### config.mk
export PLATFORM = sky130hd
export DESIGN_NAME = vxlan_inner_flow_parser_unit
export DESIGN_NICKNAME = d
export VERILOG_FILES = /design/src/design/vifp_pkg.sv /design/src/design/vifp_field_capture.sv /design/src/design/vifp_frame_check.sv /design/src/design/vxlan_inner_flow_parser_unit.sv
export SDC_FILE = /design/constraint.sdc
export NUM_CORES = 1
export LEC_CHECK = 0
export BUFFER_PORTS_ARGS = -buffer_cell sky130_fd_sc_hd__buf_4
export CELL_PAD_IN_SITES_DETAIL_PLACEMENT = 2
export CELL_PAD_IN_SITES_GLOBAL_PLACEMENT = 2
export CORE_ASPECT_RATIO = 1.5
export CORE_MARGIN = 1
export CORE_UTILIZATION = 45
export DETAILED_ROUTE_END_ITERATION = 8
export PLACE_DENSITY = 0.95
export SYNTH_ARGS = -nofsm -noshare
export SYNTH_HDL_FRONTEND = slang
export SYNTH_SLANG_ARGS = --single-unit
### constraint.sdc
create_clock -name clk -period 44.5 [get_ports clk]
set_clock_uncertainty 0.2 [all_clocks]
set_input_delay 2.225 -clock clk [delete_from_list [all_inputs] [get_ports clk]]
set_output_delay 2.225 -clock clk [all_outputs]
set_load 0.03 [all_outputs]
### src/design/vifp_pkg.sv
// Package for the VXLAN inner flow parser: protocol constants, header offsets,
// captured-field and result types, and big-endian byte insert helpers.
// No dependencies.
package vifp_pkg;

	// Frame offset counter width, fixed by the frame_length result field
	localparam int unsigned OFF_W = 16;
	localparam int unsigned MAX_FRAME_BYTES_DEF = 65535;

	// Protocol codes
	localparam logic [15:0] ETH_TYPE_IPV4 = 16'h0800;
	localparam logic [15:0] ETH_TYPE_IPV6 = 16'h86DD;
	localparam logic [7:0]  IP_PROTO_UDP  = 8'd17;
	localparam logic [7:0]  IP_PROTO_TCP  = 8'd6;
	localparam logic [3:0]  IHL_MIN       = 4'd5;
	localparam logic [15:0] TUNNEL_PORT_RST = 16'd4789;

	// Fixed outer header offsets (bytes from frame start)
	localparam logic [15:0] OFF_ETH_TYPE    = 16'd12;
	localparam logic [15:0] OFF_OUTER_IHL   = 16'd14;
	localparam logic [15:0] OFF_OUTER_PROTO = 16'd23;
	localparam logic [15:0] OFF_OUTER_SRC   = 16'd26;
	localparam logic [15:0] OFF_OUTER_DST   = 16'd30;
	localparam logic [15:0] MIN_OUTER_BYTES = 16'd34;

	// Offsets relative to variable header starts
	localparam logic [7:0] ETH_HDR_LEN   = 8'd14;
	localparam logic [7:0] UDP_VXLAN_LEN = 8'd16;
	localparam logic [7:0] UDP_HDR_LEN   = 8'd8;
	localparam logic [7:0] TCP_HDR_LEN   = 8'd20;
	localparam logic [7:0] VNI_REL       = 8'd12;
	localparam logic [7:0] ITYPE_REL     = 8'd12;
	localparam logic [7:0] V6_NH_REL     = 8'd6;
	localparam logic [7:0] V4_PROTO_REL  = 8'd9;
	localparam logic [7:0] V4_SRC_REL    = 8'd12;
	localparam logic [7:0] V4_DST_REL    = 8'd16;
	localparam logic [7:0] V4_HDR_MIN    = 8'd20;
	localparam logic [7:0] V6_HDR_LEN    = 8'd40;

	// Header fields collected while the frame streams in
	typedef struct packed {
		logic [15:0] otype;
		logic [7:0]  oproto;
		logic [31:0] osrc;
		logic [31:0] odst;
		logic [31:0] ports;
		logic [23:0] vni;
		logic [15:0] itype;
		logic [7:0]  v4proto;
		logic [7:0]  v6proto;
		logic [31:0] isrc;
		logic [31:0] idst;
		logic [31:0] l4ports;
	} vifp_fields_t;

	// Frame view handed from capture to the end-of-frame check
	typedef struct packed {
		vifp_fields_t      fld;
		logic [OFF_W-1:0]  n;
		logic [7:0]        u_off;
		logic [7:0]        e_off;
		logic [7:0]        i_off;
		logic [7:0]        l_off;
		logic              rej;
	} vifp_frame_t;

	// Result beat payload; last member sits in the lowest bits
	typedef struct packed {
		logic [15:0] inner_length;
		logic [15:0] frame_length;
		logic [15:0] inner_dst_port;
		logic [15:0] inner_src_port;
		logic [31:0] inner_dst_addr;
		logic [31:0] inner_src_addr;
		logic [7:0]  inner_proto;
		logic [23:0] net_id;
		logic [31:0] outer_port_pair;
		logic [31:0] outer_dst_addr;
		logic [31:0] outer_src_addr;
	} vifp_result_t;

	localparam int unsigned TDATA_OUT_W = $bits(vifp_result_t);

	// Insert a byte into a big-endian word; position 0 is the most significant byte
	function automatic logic [15:0] put_be16(logic [15:0] old, logic k, logic [7:0] b);
		logic [15:0] r;
		r = old;
		if (k) r[7:0] = b;
		else r[15:8] = b;
		return r;
	endfunction

	function automatic logic [23:0] put_be24(logic [23:0] old, logic [1:0] k, logic [7:0] b);
		logic [23:0] r;
		r = old;
		case (k)
			2'd0: r[23:16] = b;
			2'd1: r[15:8]  = b;
			default: r[7:0] = b;
		endcase
		return r;
	endfunction

	function automatic logic [31:0] put_be32(logic [31:0] old, logic [1:0] k, logic [7:0] b);
		logic [31:0] r;
		r = old;
		case (k)
			2'd0: r[31:24] = b;
			2'd1: r[23:16] = b;
			2'd2: r[15:8]  = b;
			default: r[7:0] = b;
		endcase
		return r;
	endfunction

endpackage

### src/design/vifp_field_capture.sv
// Per-frame state of the VXLAN inner flow parser: byte offset counter, header
// lengths, reject flag and captured header bytes. Depends on vifp_pkg.
module vifp_field_capture #(
	parameter int unsigned MAX_FRAME_BYTES = vifp_pkg::MAX_FRAME_BYTES_DEF
) (
	input  logic                 clk,
	input  logic                 arst_n,
	input  logic                 step,
	input  logic [7:0]           frame_byte,
	input  logic                 frame_end,
	output vifp_pkg::vifp_frame_t frame
);
	import vifp_pkg::*;

	logic [OFF_W-1:0] off_q, off_nx;
	logic [5:0]       ohl_q, ohl_nx, ihl_q, ihl_nx;
	logic             rej_q, rej_nx;
	vifp_fields_t     fld_q, fld_nx;
	logic             live, at_ohl, at_ihl, short_ihl;
	logic [7:0]       u_off, e_off, i_off, l_off;
	logic [OFF_W-1:0] d_otype, d_oproto, d_osrc, d_odst, d_ports, d_vni, d_itype;
	logic [OFF_W-1:0] d_v6p, d_v4p, d_isrc, d_idst, d_l4;

	// Header lengths and the offsets that follow from them
	always_comb begin
		live      = {1'b0, off_q} < (OFF_W+1)'(MAX_FRAME_BYTES);
		short_ihl = frame_byte[3:0] < IHL_MIN;
		at_ohl    = live && (off_q == OFF_OUTER_IHL);
		ohl_nx    = at_ohl ? {frame_byte[3:0], 2'b00} : ohl_q;
		u_off     = ETH_HDR_LEN + {2'b00, ohl_nx};
		e_off     = u_off + UDP_VXLAN_LEN;
		i_off     = e_off + ETH_HDR_LEN;
		at_ihl    = live && (off_q == {8'h00, i_off});
		ihl_nx    = at_ihl ? {frame_byte[3:0], 2'b00} : ihl_q;
		l_off     = i_off + {2'b00, ihl_nx};
		rej_nx    = rej_q || (at_ohl && short_ihl) ||
		            (at_ihl && fld_q.itype == ETH_TYPE_IPV4 && short_ihl);
		off_nx    = live ? off_q + 16'd1 : off_q;
	end

	// Distance of the current byte from each field start
	always_comb begin
		d_otype  = off_q - OFF_ETH_TYPE;
		d_oproto = off_q - OFF_OUTER_PROTO;
		d_osrc   = off_q - OFF_OUTER_SRC;
		d_odst   = off_q - OFF_OUTER_DST;
		d_ports  = off_q - {8'h00, u_off};
		d_vni    = off_q - {8'h00, u_off + VNI_REL};
		d_itype  = off_q - {8'h00, e_off + ITYPE_REL};
		d_v6p    = off_q - {8'h00, i_off + V6_NH_REL};
		d_v4p    = off_q - {8'h00, i_off + V4_PROTO_REL};
		d_isrc   = off_q - {8'h00, i_off + V4_SRC_REL};
		d_idst   = off_q - {8'h00, i_off + V4_DST_REL};
		d_l4     = off_q - {8'h00, l_off};
	end

	// Drop the byte into every field whose window covers it
	always_comb begin
		fld_nx = fld_q;
		if (live) begin
			if (d_otype < 16'd2) fld_nx.otype = put_be16(fld_q.otype, d_otype[0], frame_byte);
			if (d_oproto == 16'd0) fld_nx.oproto = frame_byte;
			if (d_osrc < 16'd4) fld_nx.osrc = put_be32(fld_q.osrc, d_osrc[1:0], frame_byte);
			if (d_odst < 16'd4) fld_nx.odst = put_be32(fld_q.odst, d_odst[1:0], frame_byte);
			if (d_ports < 16'd4) fld_nx.ports = put_be32(fld_q.ports, d_ports[1:0], frame_byte);
			if (d_vni < 16'd3) fld_nx.vni = put_be24(fld_q.vni, d_vni[1:0], frame_byte);
			if (d_itype < 16'd2) fld_nx.itype = put_be16(fld_q.itype, d_itype[0], frame_byte);
			if (d_v6p == 16'd0) fld_nx.v6proto = frame_byte;
			if (d_v4p == 16'd0) fld_nx.v4proto = frame_byte;
			if (d_isrc < 16'd4) fld_nx.isrc = put_be32(fld_q.isrc, d_isrc[1:0], frame_byte);
			if (d_idst < 16'd4) fld_nx.idst = put_be32(fld_q.idst, d_idst[1:0], frame_byte);
			if (d_l4 < 16'd4) fld_nx.l4ports = put_be32(fld_q.l4ports, d_l4[1:0], frame_byte);
		end
	end

	// Frame view including the current byte
	always_comb begin
		frame.fld   = fld_nx;
		frame.n     = off_nx;
		frame.u_off = u_off;
		frame.e_off = e_off;
		frame.i_off = i_off;
		frame.l_off = l_off;
		frame.rej   = rej_nx;
	end

	// Advance control state; clear it after the last beat of a frame
	always_ff @(posedge clk or negedge arst_n) begin
		if (!arst_n) begin
			off_q <= '0;
			ohl_q <= '0;
			ihl_q <= '0;
			rej_q <= 1'b0;
		end else if (step) begin
			if (frame_end) begin
				off_q <= '0;
				ohl_q <= '0;
				ihl_q <= '0;
				rej_q <= 1'b0;
			end else begin
				off_q <= off_nx;
				ohl_q <= ohl_nx;
				ihl_q <= ihl_nx;
				rej_q <= rej_nx;
			end
		end
	end

	// Captured bytes; every field read at frame end was written in that frame
	always_ff @(posedge clk) begin
		if (step) begin
			fld_q <= fld_nx;
		end
	end

	a_off_clear: assert property (@(posedge clk) disable iff (!arst_n)
		step && frame_end |=> off_q == '0 && !rej_q)
		else $error("offset not cleared after frame end");

	a_off_limit: assert property (@(posedge clk) disable iff (!arst_n)
		{1'b0, off_q} <= (OFF_W+1)'(MAX_FRAME_BYTES))
		else $error("offset beyond frame limit");

	a_off_count: assert property (@(posedge clk) disable iff (!arst_n)
		step && !frame_end && live |=> off_q == $past(off_q) + 16'd1)
		else $error("offset did not advance");

endmodule

### src/design/vifp_frame_check.sv
// End-of-frame validation and result forming for the VXLAN inner flow parser.
// Depends on vifp_pkg.
module vifp_frame_check (
	input  vifp_pkg::vifp_frame_t  frame,
	input  logic [15:0]            tunnel_udp_port,
	output logic                   ok,
	output vifp_pkg::vifp_result_t res,
	output logic                   inner_is_v6
);
	import vifp_pkg::*;

	logic        outer_ok, v4, v6, l4, v4_ok, v6_ok, port_hit;
	logic [7:0]  u_need, v4_need, v6_need, l4_need;
	logic [15:0] n;

	// Length and header checks
	always_comb begin
		n        = frame.n;
		u_need   = frame.u_off + UDP_HDR_LEN;
		v4_need  = frame.i_off + V4_HDR_MIN;
		v6_need  = frame.i_off + V6_HDR_LEN;
		v4       = frame.fld.itype == ETH_TYPE_IPV4;
		v6       = frame.fld.itype == ETH_TYPE_IPV6;
		l4       = frame.fld.v4proto == IP_PROTO_TCP || frame.fld.v4proto == IP_PROTO_UDP;
		l4_need  = frame.l_off +
		           ((frame.fld.v4proto == IP_PROTO_TCP) ? TCP_HDR_LEN : UDP_HDR_LEN);
		port_hit = frame.fld.ports[31:16] == tunnel_udp_port ||
		           frame.fld.ports[15:0] == tunnel_udp_port;
		outer_ok = !frame.rej && n >= MIN_OUTER_BYTES &&
		           frame.fld.otype == ETH_TYPE_IPV4 && frame.fld.oproto == IP_PROTO_UDP &&
		           n >= {8'h00, u_need} && port_hit && n >= {8'h00, frame.i_off};
		v4_ok    = n >= {8'h00, v4_need} && (!l4 || n >= {8'h00, l4_need});
		v6_ok    = n >= {8'h00, v6_need};
		ok       = outer_ok && ((v4 && v4_ok) || (v6 && v6_ok));
	end

	// Result fields; inner addresses and ports zero unless inner IPv4 carries them
	always_comb begin
		inner_is_v6         = v6;
		res.outer_src_addr  = frame.fld.osrc;
		res.outer_dst_addr  = frame.fld.odst;
		res.outer_port_pair = frame.fld.ports;
		res.net_id          = frame.fld.vni;
		res.inner_proto     = v6 ? frame.fld.v6proto : frame.fld.v4proto;
		res.inner_src_addr  = v6 ? 32'h0 : frame.fld.isrc;
		res.inner_dst_addr  = v6 ? 32'h0 : frame.fld.idst;
		res.inner_src_port  = (!v6 && l4) ? frame.fld.l4ports[31:16] : 16'h0;
		res.inner_dst_port  = (!v6 && l4) ? frame.fld.l4ports[15:0] : 16'h0;
		res.frame_length    = n;
		res.inner_length    = n - {8'h00, frame.e_off};
	end

endmodule

### src/design/vxlan_inner_flow_parser_unit.sv
// Top level of the VXLAN inner flow parser: input beat register, result
// register, tunnel port register. Depends on vifp_pkg, vifp_field_capture,
// vifp_frame_check.
//
//  channel  | signals                                   | beat
//  s_axis   | tvalid tready tdata[7:0] tlast            | frame_byte, tlast = frame_end
//  m_axis   | tvalid tready tdata[255:0] tuser[0:0]     | one flow record per good frame
//  cfg      | cfg_we cfg_wdata[15:0]                    | tunnel_udp_port
//
// One frame byte is accepted per clock while the result register is free or being
// emptied. A record is formed from its last byte in the input register, then held
// in the result register. Reset clears the offset counter, header lengths, reject
// flag and both valid flags and loads the tunnel port with 4789. While a record waits
// on m_axis the input register holds its byte, so input backs up by at most one beat.
module vxlan_inner_flow_parser_unit #(
	parameter int unsigned MAX_FRAME_BYTES = vifp_pkg::MAX_FRAME_BYTES_DEF
) (
	input  logic                                clk,
	input  logic                                arst_n,
	input  logic                                cfg_we,
	input  logic [15:0]                         cfg_wdata,
	input  logic                                s_axis_tvalid,
	output logic                                s_axis_tready,
	input  logic [7:0]                          s_axis_tdata,   // frame_byte
	input  logic                                s_axis_tlast,   // frame_end
	output logic                                m_axis_tvalid,
	input  logic                                m_axis_tready,
	// outer_src_addr, outer_dst_addr, outer_port_pair, net_id, inner_proto,
	// inner_src_addr, inner_dst_addr, inner_src_port, inner_dst_port,
	// frame_length, inner_length
	output logic [vifp_pkg::TDATA_OUT_W-1:0]    m_axis_tdata,
	output logic [0:0]                          m_axis_tuser    // inner_is_v6
);
	import vifp_pkg::*;

	logic         port_q;
	logic [15:0]  tunnel_port_q;
	logic         in_valid_s1, in_last_s1;
	logic [7:0]   in_byte_s1;
	logic         out_valid_s2, out_v6_s2;
	vifp_result_t res_s2, res;
	vifp_frame_t  frame;
	logic         adv, step, ok, v6;

	// Tunnel port register
	always_ff @(posedge clk or negedge arst_n) begin
		if (!arst_n) begin
			tunnel_port_q <= TUNNEL_PORT_RST;
		end else if (cfg_we) begin
			tunnel_port_q <= cfg_wdata;
		end
	end

	assign port_q = 1'b0;

	// Pipeline advances whenever the result slot is free or being emptied
	assign adv           = !out_valid_s2 || m_axis_tready;
	assign step          = in_valid_s1 && adv;
	assign s_axis_tready = !in_valid_s1 || adv;

	// Input beat register
	always_ff @(posedge clk or negedge arst_n) begin
		if (!arst_n) begin
			in_valid_s1 <= 1'b0;
		end else if (s_axis_tready) begin
			in_valid_s1 <= s_axis_tvalid;
		end
	end

	always_ff @(posedge clk) begin
		if (s_axis_tready && s_axis_tvalid) begin
			in_byte_s1 <= s_axis_tdata;
			in_last_s1 <= s_axis_tlast;
		end
	end

	vifp_field_capture #(
		.MAX_FRAME_BYTES(MAX_FRAME_BYTES)
	) u_capture (
		.clk       (clk),
		.arst_n    (arst_n),
		.step      (step),
		.frame_byte(in_byte_s1),
		.frame_end (in_last_s1),
		.frame     (frame)
	);

	vifp_frame_check u_check (
		.frame          (frame),
		.tunnel_udp_port(tunnel_port_q),
		.ok             (ok),
		.res            (res),
		.inner_is_v6    (v6)
	);

	// Result register: load on a good last byte, drop on handoff
	always_ff @(posedge clk or negedge arst_n) begin
		if (!arst_n) begin
			out_valid_s2 <= 1'b0;
		end else if (step && in_last_s1 && ok) begin
			out_valid_s2 <= 1'b1;
		end else if (m_axis_tready) begin
			out_valid_s2 <= 1'b0;
		end
	end

	always_ff @(posedge clk) begin
		if (step && in_last_s1 && ok) begin
			res_s2    <= res;
			out_v6_s2 <= v6 | port_q;
		end
	end

	assign m_axis_tvalid   = out_valid_s2;
	assign m_axis_tdata    = res_s2;
	assign m_axis_tuser[0] = out_v6_s2;

	a_load_result: assert property (@(posedge clk) disable iff (!arst_n)
		step && in_last_s1 && ok |=> out_valid_s2)
		else $error("good frame gave no record");

	a_record_sane: assert property (@(posedge clk) disable iff (!arst_n)
		out_valid_s2 |-> res_s2.frame_length >= MIN_OUTER_BYTES &&
		res_s2.inner_length < res_s2.frame_length)
		else $error("record lengths inconsistent");

	a_mid_frame: assert property (@(posedge clk) disable iff (!arst_n)
		step && !in_last_s1 |=> out_valid_s2 == ($past(out_valid_s2) && !$past(m_axis_tready)))
		else $error("record produced mid frame");

endmodule

==> After elaboration in Yosys (flattened, before gate mapping) <==
Cells that the tools add are included.
{ "word_totals": {"ff_bits": 585, "latchBits": 0, "mem_bits_rw": 0, "romBits": 0, "inputBits": 30, "word_cells": 208, "mem_count": 0} }
{ "op_classes": {"add_sub_neg": 28, "n_mul": 0, "n_div": 0, "order_cmp": 17, "n_eq_ne": 24, "n_shift": 0, "n_mux": 55, "bitwise_logic": 0, "reduce_logical": 51} }
{ "ops": {"columns": ["op", "n"], "rows": [
  ["two-way mux 8 bit", 35],
  ["two-way mux 272 bit", 1],
  ["two-way mux 32 bit", 6],
  ["subtractor 16 x 8 -> 16 bit", 9],
  ["< comparator 16 x 3 -> 1 bit, second input constant", 6],
  ["greater-or-equal comparator 16 x 8 -> 1 bit", 5],
  ["two-way mux 16 bit", 4],
  ["== test 16 x 12 -> 1 bit, second input constant", 3],
  ["logical NOT 16 bit", 3],
  ["< comparator 16 x 2 -> 1 bit, second input constant", 3],
  ["subtractor 16 x 5 -> 16 bit, second input constant", 3],
  ["adder 8 x 4 -> 8 bit, second input constant", 5],
  ["== test 16 bit", 2],
  ["adder 8 x 5 -> 8 bit, second input constant", 3],
  ["two-way mux 24 bit", 1],
  ["two-way mux 6 bit", 4],
  ["logical AND 1 bit", 20],
  ["OR reduction 3 bit", 6],
  ["adder 16 x 1 -> 16 bit, second input constant", 1],
  ["== test 16 bit, second input constant", 1],
  ["== test 16 x 4 -> 1 bit, second input constant", 1],
  ["== test 16 x 8 -> 1 bit", 1],
  ["== test 8 x 5 -> 1 bit, second input constant", 2],
  ["greater-or-equal comparator 16 x 6 -> 1 bit, second input constant", 1],
  ["19 further kinds", 49]
]} }

==> Depth between registers and ports, before layout <==
{ "depth": {"word_depth": 27, "depth_mapped": 46} }

==> Modules after synthesis <==
A second synthesis with hierarchy kept.
{ "unflattened": {"hier_cells": 2336, "hier_area_um2": 30967.2} }
{ "modules_own_cells": {"columns": ["mod", "n_inst", "cells_per_inst", "area_each_um2", "seq_area_each_um2"], "rows": [
  ["vifp_field_capture", 1, 1473, 18288.8, 8893.5],
  ["vxlan_inner_flow_parser_unit", 1, 310, 8743.4, 8446.9],
  ["vifp_frame_check", 1, 553, 3935.0, 0.0]
]} }

==> Least setup slack after synthesis <==
No wires, ideal clock.
{ "synth_timing": {"kind": "register to register", "from": "register u_capture.off_q[0]", "to": "register res_s2 (netlist bit m_axis_tdata[0]), enable pin", "setup_time_ns": 0.710, "arrival_time_ns": 15.449, "required_time_ns": 43.590, "setup_slack_ns": 28.141, "stages_incl_launch_ff": 40, "path_buffers": 4, "synth_period_minus_slack_ns": 16.359, "path_cell_list": "dfrtp_1 clkbuf_1 inv_1 ha_1 and4b_1 nand4_1 clkbuf_1 nor2_1 a21oi_1 ha_1 clkbuf_1 nand2b_1 xnor2_1 mux2_4 buf_4 xnor2_1 ha_1 or4b_2 [4 not listed] nor2b_1 ha_1 ha_1 a31oi_1 xnor2_1 ha_1 fa_1 a21oi_1 nor2_1 xor2_1 ha_1 o21a_1 nor2_1 a21oi_1 nor4_1 nor4_1 o211ai_1 a21oi_2"} }
{ "synth_via": {"elab_chain_len": 21, "elab_cells_between_ends": 84} }
{ "synth_lines": {"columns": ["item", "line_no", "rtl"], "rows": [
  ["start, declared", "vifp_field_capture.sv:15", "logic [OFF_W-1:0] off_q, off_nx;"],
  ["start signal, assigned", "vifp_field_capture.sv:101", "off_q <= off_nx;"],
  ["< comparator 16 bit or == test 16 x 4 -> 1 bit (tied branches)", "vifp_field_capture.sv:26, vifp_field_capture.sv:28", null],
  ["logical AND 1 bit", "vifp_field_capture.sv:28", "at_ohl = live && (off_q == OFF_OUTER_IHL);"],
  ["two-way mux 6 bit", "vifp_field_capture.sv:29", "ohl_nx = at_ohl ? {frame_byte[3:0], 2'b00} : ohl_q;"],
  ["adder 4 x 6 -> 7 bit", "vifp_field_capture.sv:30", "u_off = ETH_HDR_LEN + {2'b00, ohl_nx};"],
  ["adder 8 x 5 -> 8 bit", "vifp_field_capture.sv:31", "e_off = u_off + UDP_VXLAN_LEN;"],
  ["adder 8 x 4 -> 8 bit", "vifp_field_capture.sv:32", "i_off = e_off + ETH_HDR_LEN;"],
  ["adder 8 x 4 -> 8 bit", "vifp_field_capture.sv:51", "d_v4p = off_q - {8'h00, i_off + V4_PROTO_REL};"],
  ["subtractor 16 x 8 -> 16 bit", "vifp_field_capture.sv:51", null],
  ["[5 not listed]", null, null],
  ["adder 8 bit", "vifp_frame_check.sv:25", "l4_need = frame.l_off +"],
  ["greater-or-equal comparator 16 x 8 -> 1 bit", "vifp_frame_check.sv:32", "v4_ok = n >= {8'h00, v4_need} && (!l4 || n >= {8'h00, l4_need});"],
  ["logical OR 1 bit", "vifp_frame_check.sv:32", null],
  ["logical AND 1 bit", "vifp_frame_check.sv:32", null],
  ["logical AND 1 bit", "vifp_frame_check.sv:34", "ok = outer_ok && ((v4 && v4_ok) || (v6 && v6_ok));"],
  ["logical OR 1 bit", "vifp_frame_check.sv:34", null],
  ["logical AND 1 bit (*)", "vifp_frame_check.sv:34", null],
  ["logical AND 1 bit (*)", "vxlan_inner_flow_parser_unit.sv:108", "if (step && in_last_s1 && ok) begin"],
  ["end signal, assigned", "vxlan_inner_flow_parser_unit.sv:109", "res_s2 <= res;"],
  ["end, declared", "vxlan_inner_flow_parser_unit.sv:41", "vifp_result_t res_s2, res;"]
]} }
Every way passes the cells marked *; elsewhere a longest branch is shown, timed or not.
A chain may end at the register's enable or synchronous reset.

==> Worst setup path after layout <==
{ "layout_timing": {"from": "register u_capture.off_q[1]", "to": "register res_s2 (netlist bit m_axis_tdata[138]), enable pin"} }
The elaborated chain is that of the path after synthesis.

==> summary.txt <==
status: complete, no violations
vias per cell: 6.765
pin count of the biggest net entering global routing: 162
hold path start: u_capture.ohl_q[0]$_DFFE_PN0P_
Power Density: 35.69 nW/um^2
Tightest Pin Transition: 1.360 ns
RSZ-0062 raised after global routing: no
Hold Path Class: flip-flop to flip-flop
RR Startpoint: u_capture.off_q[1]$_DFFE_PN0P_
Max stage delay cell, worst path: a21oi_4
H-tree depth: 2
Worst Setup Path Type: flip-flop to flip-flop
CTS hold repair buffers: 0
Clk Latency, worst-skew pair: 0.68 ns
Die H: 320.5 um
Layout Utilization: 53.12%
multi-input logic area: 12230 um^2
most frequent cells in the layout: edfxtp_1, buf_4, mux2_2
worst hold path depth: 1
ys flop type: edfxtp_1
Initial DRC Count: 2428
EDFF count, synth: 538
Tcrit/Tclk final: 32.31%
num rows: 116
Max Fclk: 0.06955 GHz
maximum fanout along the worst path: 64
xor/xnor share of the synthesized area: 3.901%
Synth Area in Simple Gates: 12.62%
initial antenna violation count: 6
Reg2Reg Depth: 36
distinct cell type count after synthesis: 92
clk slew on worst S/H paths: 0.07 ns
compound-cell area share of the yosys netlist: 8.002%
IO buf count: 288
largest family of logic cells by synthesized area: simple AND/OR/NAND/NOR gates
post-synthesis cell count: 2442
critical path capture point type: flip-flop
vias: 24625
die width: 214.4 um
Most Crowded Layer GR: met2
RR Endpoint: m_axis_tdata[138]$_SDFFCE_PP0P_
total die area: 68710 um^2
routability cong.: 0.9843
final global-route overflow total: 0
global routing met3 resource utilization: 8.952%
first-pass GRT wire length: 202.3 mm
Fillers: 6313
Global Route met2 Usage: 69.09%
antenna viol nets, final: 0
Async SR Flop Fraction: 8.034%
grt met1 use: 45.36%
Yosys warnings: 0
final net count: 2870
commonest non-fill, non-tap cell in the layout: edfxtp_1
Num CTS Buffers: 56
clk sink count: 585
post-cts sizing count: 0
Initial Util: 45.60%
reg-to-reg slack, setup: 30.12 ns
Hold Violations, Final: 0
Post-Synth Adder-Cell Area: 5.738%
Critical Path RT: 44.57 ns
DRT Wirelength: 141.3 mm
max_cap viols: 0
Critical Path Max Stage Delay: 1.05 ns
post-synthesis mux area share: 9.836%
average instance area after synthesis: 12.47 um^2
GRT Overall Usage: 40.89%
CP Data Arrival Time: 14.45 ns
Syn Std Cell Area: 30440 um^2
CTS tree: done
CTS root buf: clkbuf_16
Post-CTS Setup Bufs: 0
Pleak: 0.01292 uW
FF+latch count, synth: 585
peak supply drop: 0.04702 mV
fin. max-slew vios: 0
final setup violation count: 0
layout cell share with drive strength beyond 1: 25.65%
Final TNS setup: 0 ns
Avg WL per Cell: 38.82 um
Seq/Total Area, Yosys: 56.96%
min Tclk post-route: 14.38 ns
Hold Path Sink: u_capture.ohl_q[0]$_DFFE_PN0P_
area delta synth->final: 16.49%
drc violations: 0
Startpoint Class: flip-flop
Longest Clk Path Bufs: 3
I/O pins: 289
first drt pass iteration count: 6
vias in the first global route: 26735
DP HPWL: 86.79 mm
Core Area: 66760 um^2
register area: 17340 um^2
Rel. slew slack: 8.985%
most frequent CP cell: ha_1
-- critical path, delay by kind of cell (launching register included) --
family,cells,cell delay (ns)
AOI/OAI and AO/OA,10,4.52
xor gates and xnor gates,4,0.94
adders and majority gates,7,2.36
buffers and inverters,2,1.17
DFF,1,0.88
muxes,2,0.62
and+or+nand+nor,11,3.20
-- worst max-delay path by stage --
| stage | slack, ns | to | cells after the start | from |
|---|---|---|---|---|
| after floorplan | 28.14 | m_axis_tdata[0]$_DFFE_PP_ | 39 | u_capture.off_q[0]$_DFFE_PN0P_ |
| after global placement | 32.41 | m_axis_tdata[110]$_DFFE_PP_ | 36 | u_capture.off_q[1]$_DFFE_PN0P_ |
| after detailed placement | 31.46 | m_axis_tdata[137]$_SDFFCE_PP0P_ | 37 | u_capture.off_q[1]$_DFFE_PN0P_ |
| after CTS | 30.54 | m_axis_tdata[211]$_SDFFCE_PN0P_ | 37 | u_capture.off_q[1]$_DFFE_PN0P_ |
| after global routing | 29.77 | m_axis_tdata[209]$_SDFFCE_PN0P_ | 36 | u_capture.off_q[1]$_DFFE_PN0P_ |
| final | 30.12 | m_axis_tdata[138]$_SDFFCE_PP0P_ | 36 | u_capture.off_q[1]$_DFFE_PN0P_ |
-- registers in the layout, summed over array words and instances, names as in the netlist, 6 cells and up --
| register | count |
|---|---|
| u_capture.fld_q | 272 |
| m_axis_tdata | 256 |
| tunnel_port_q | 16 |
| u_capture.off_q | 16 |
| in_byte_s1 | 8 |
| u_capture.ihl_q | 6 |
| u_capture.ohl_q | 6 |
-- Yosys cell counts (all sizes together) (39+ instances only) --
cell type,instances,share of area [%]
ha,126,5.2
xor2,47,1.4
nand4,39,0.92
nor3,52,0.87
dfrtp,40,3.3
nor2b,123,2.5
clkbuf,91,1.1
inv,92,1.1
xnor2,83,2.5
nand3,48,0.81
nor2,122,1.5
nand2,178,2.2
o21ai,155,2.6
mux2,245,9.1
a21oi,72,1.2
edfxtp,538,53
-- layer usage --
layer | wire length, um | share of wire [%] | vias to the layer above
li1 | - | - | 9566
met1 | 49200 | 35 | 12673
met2 | 68650 | 49 | 1712
met3 | 11310 | 8.0 | 666
met4 | 12080 | 8.5 | 8
met5 | 53 | 0.038 | -
-- area by class of cell --
type | count | share of cell area, %
multi-input combinational | 1640 | 34.49
clock buffer | 72 | 4.266
sequential | 585 | 48.90
clock inverter | 32 | 1.171
timing repair buffer | 330 | 7.021
antenna | 3 | 0.02117
tap | 885 | 3.122
inverter | 93 | 1.006
-- stage by stage --
stage	cell area, um^2	setup WS, ns	cells	power, uW	hold WS (ns)
2_1_floorplan	30450	28.14	2444	685.2	0.2448
3_3_place_gp	33530	32.41	3533	714.6	0.2810
3_5_place_dp	33530	31.46	3533	726.7	0.2873
4_1_cts	35460	30.54	3637	1259	0.3254
5_1_grt	35460	29.77	3638	1282	0.3408
6_report	35460	30.12	3640	1266	0.3339
-- kinds of logic (layout without fill, tap and decap cells) --
kind of cell,after synthesis,in the layout
simple gates,718,718
flops,585,585
compound gates,386,386
mux,267,267
buf+inv,219,527
fa+ha+maj,135,135
xor+xnor,131,131
other cells,1,6
-- power breakdown --
group          internal (uW)  switching, uW
sequential               613           13.9
combinational           28.8           72.2
clock                    289            249
Power figures use the tool's default switching activity.
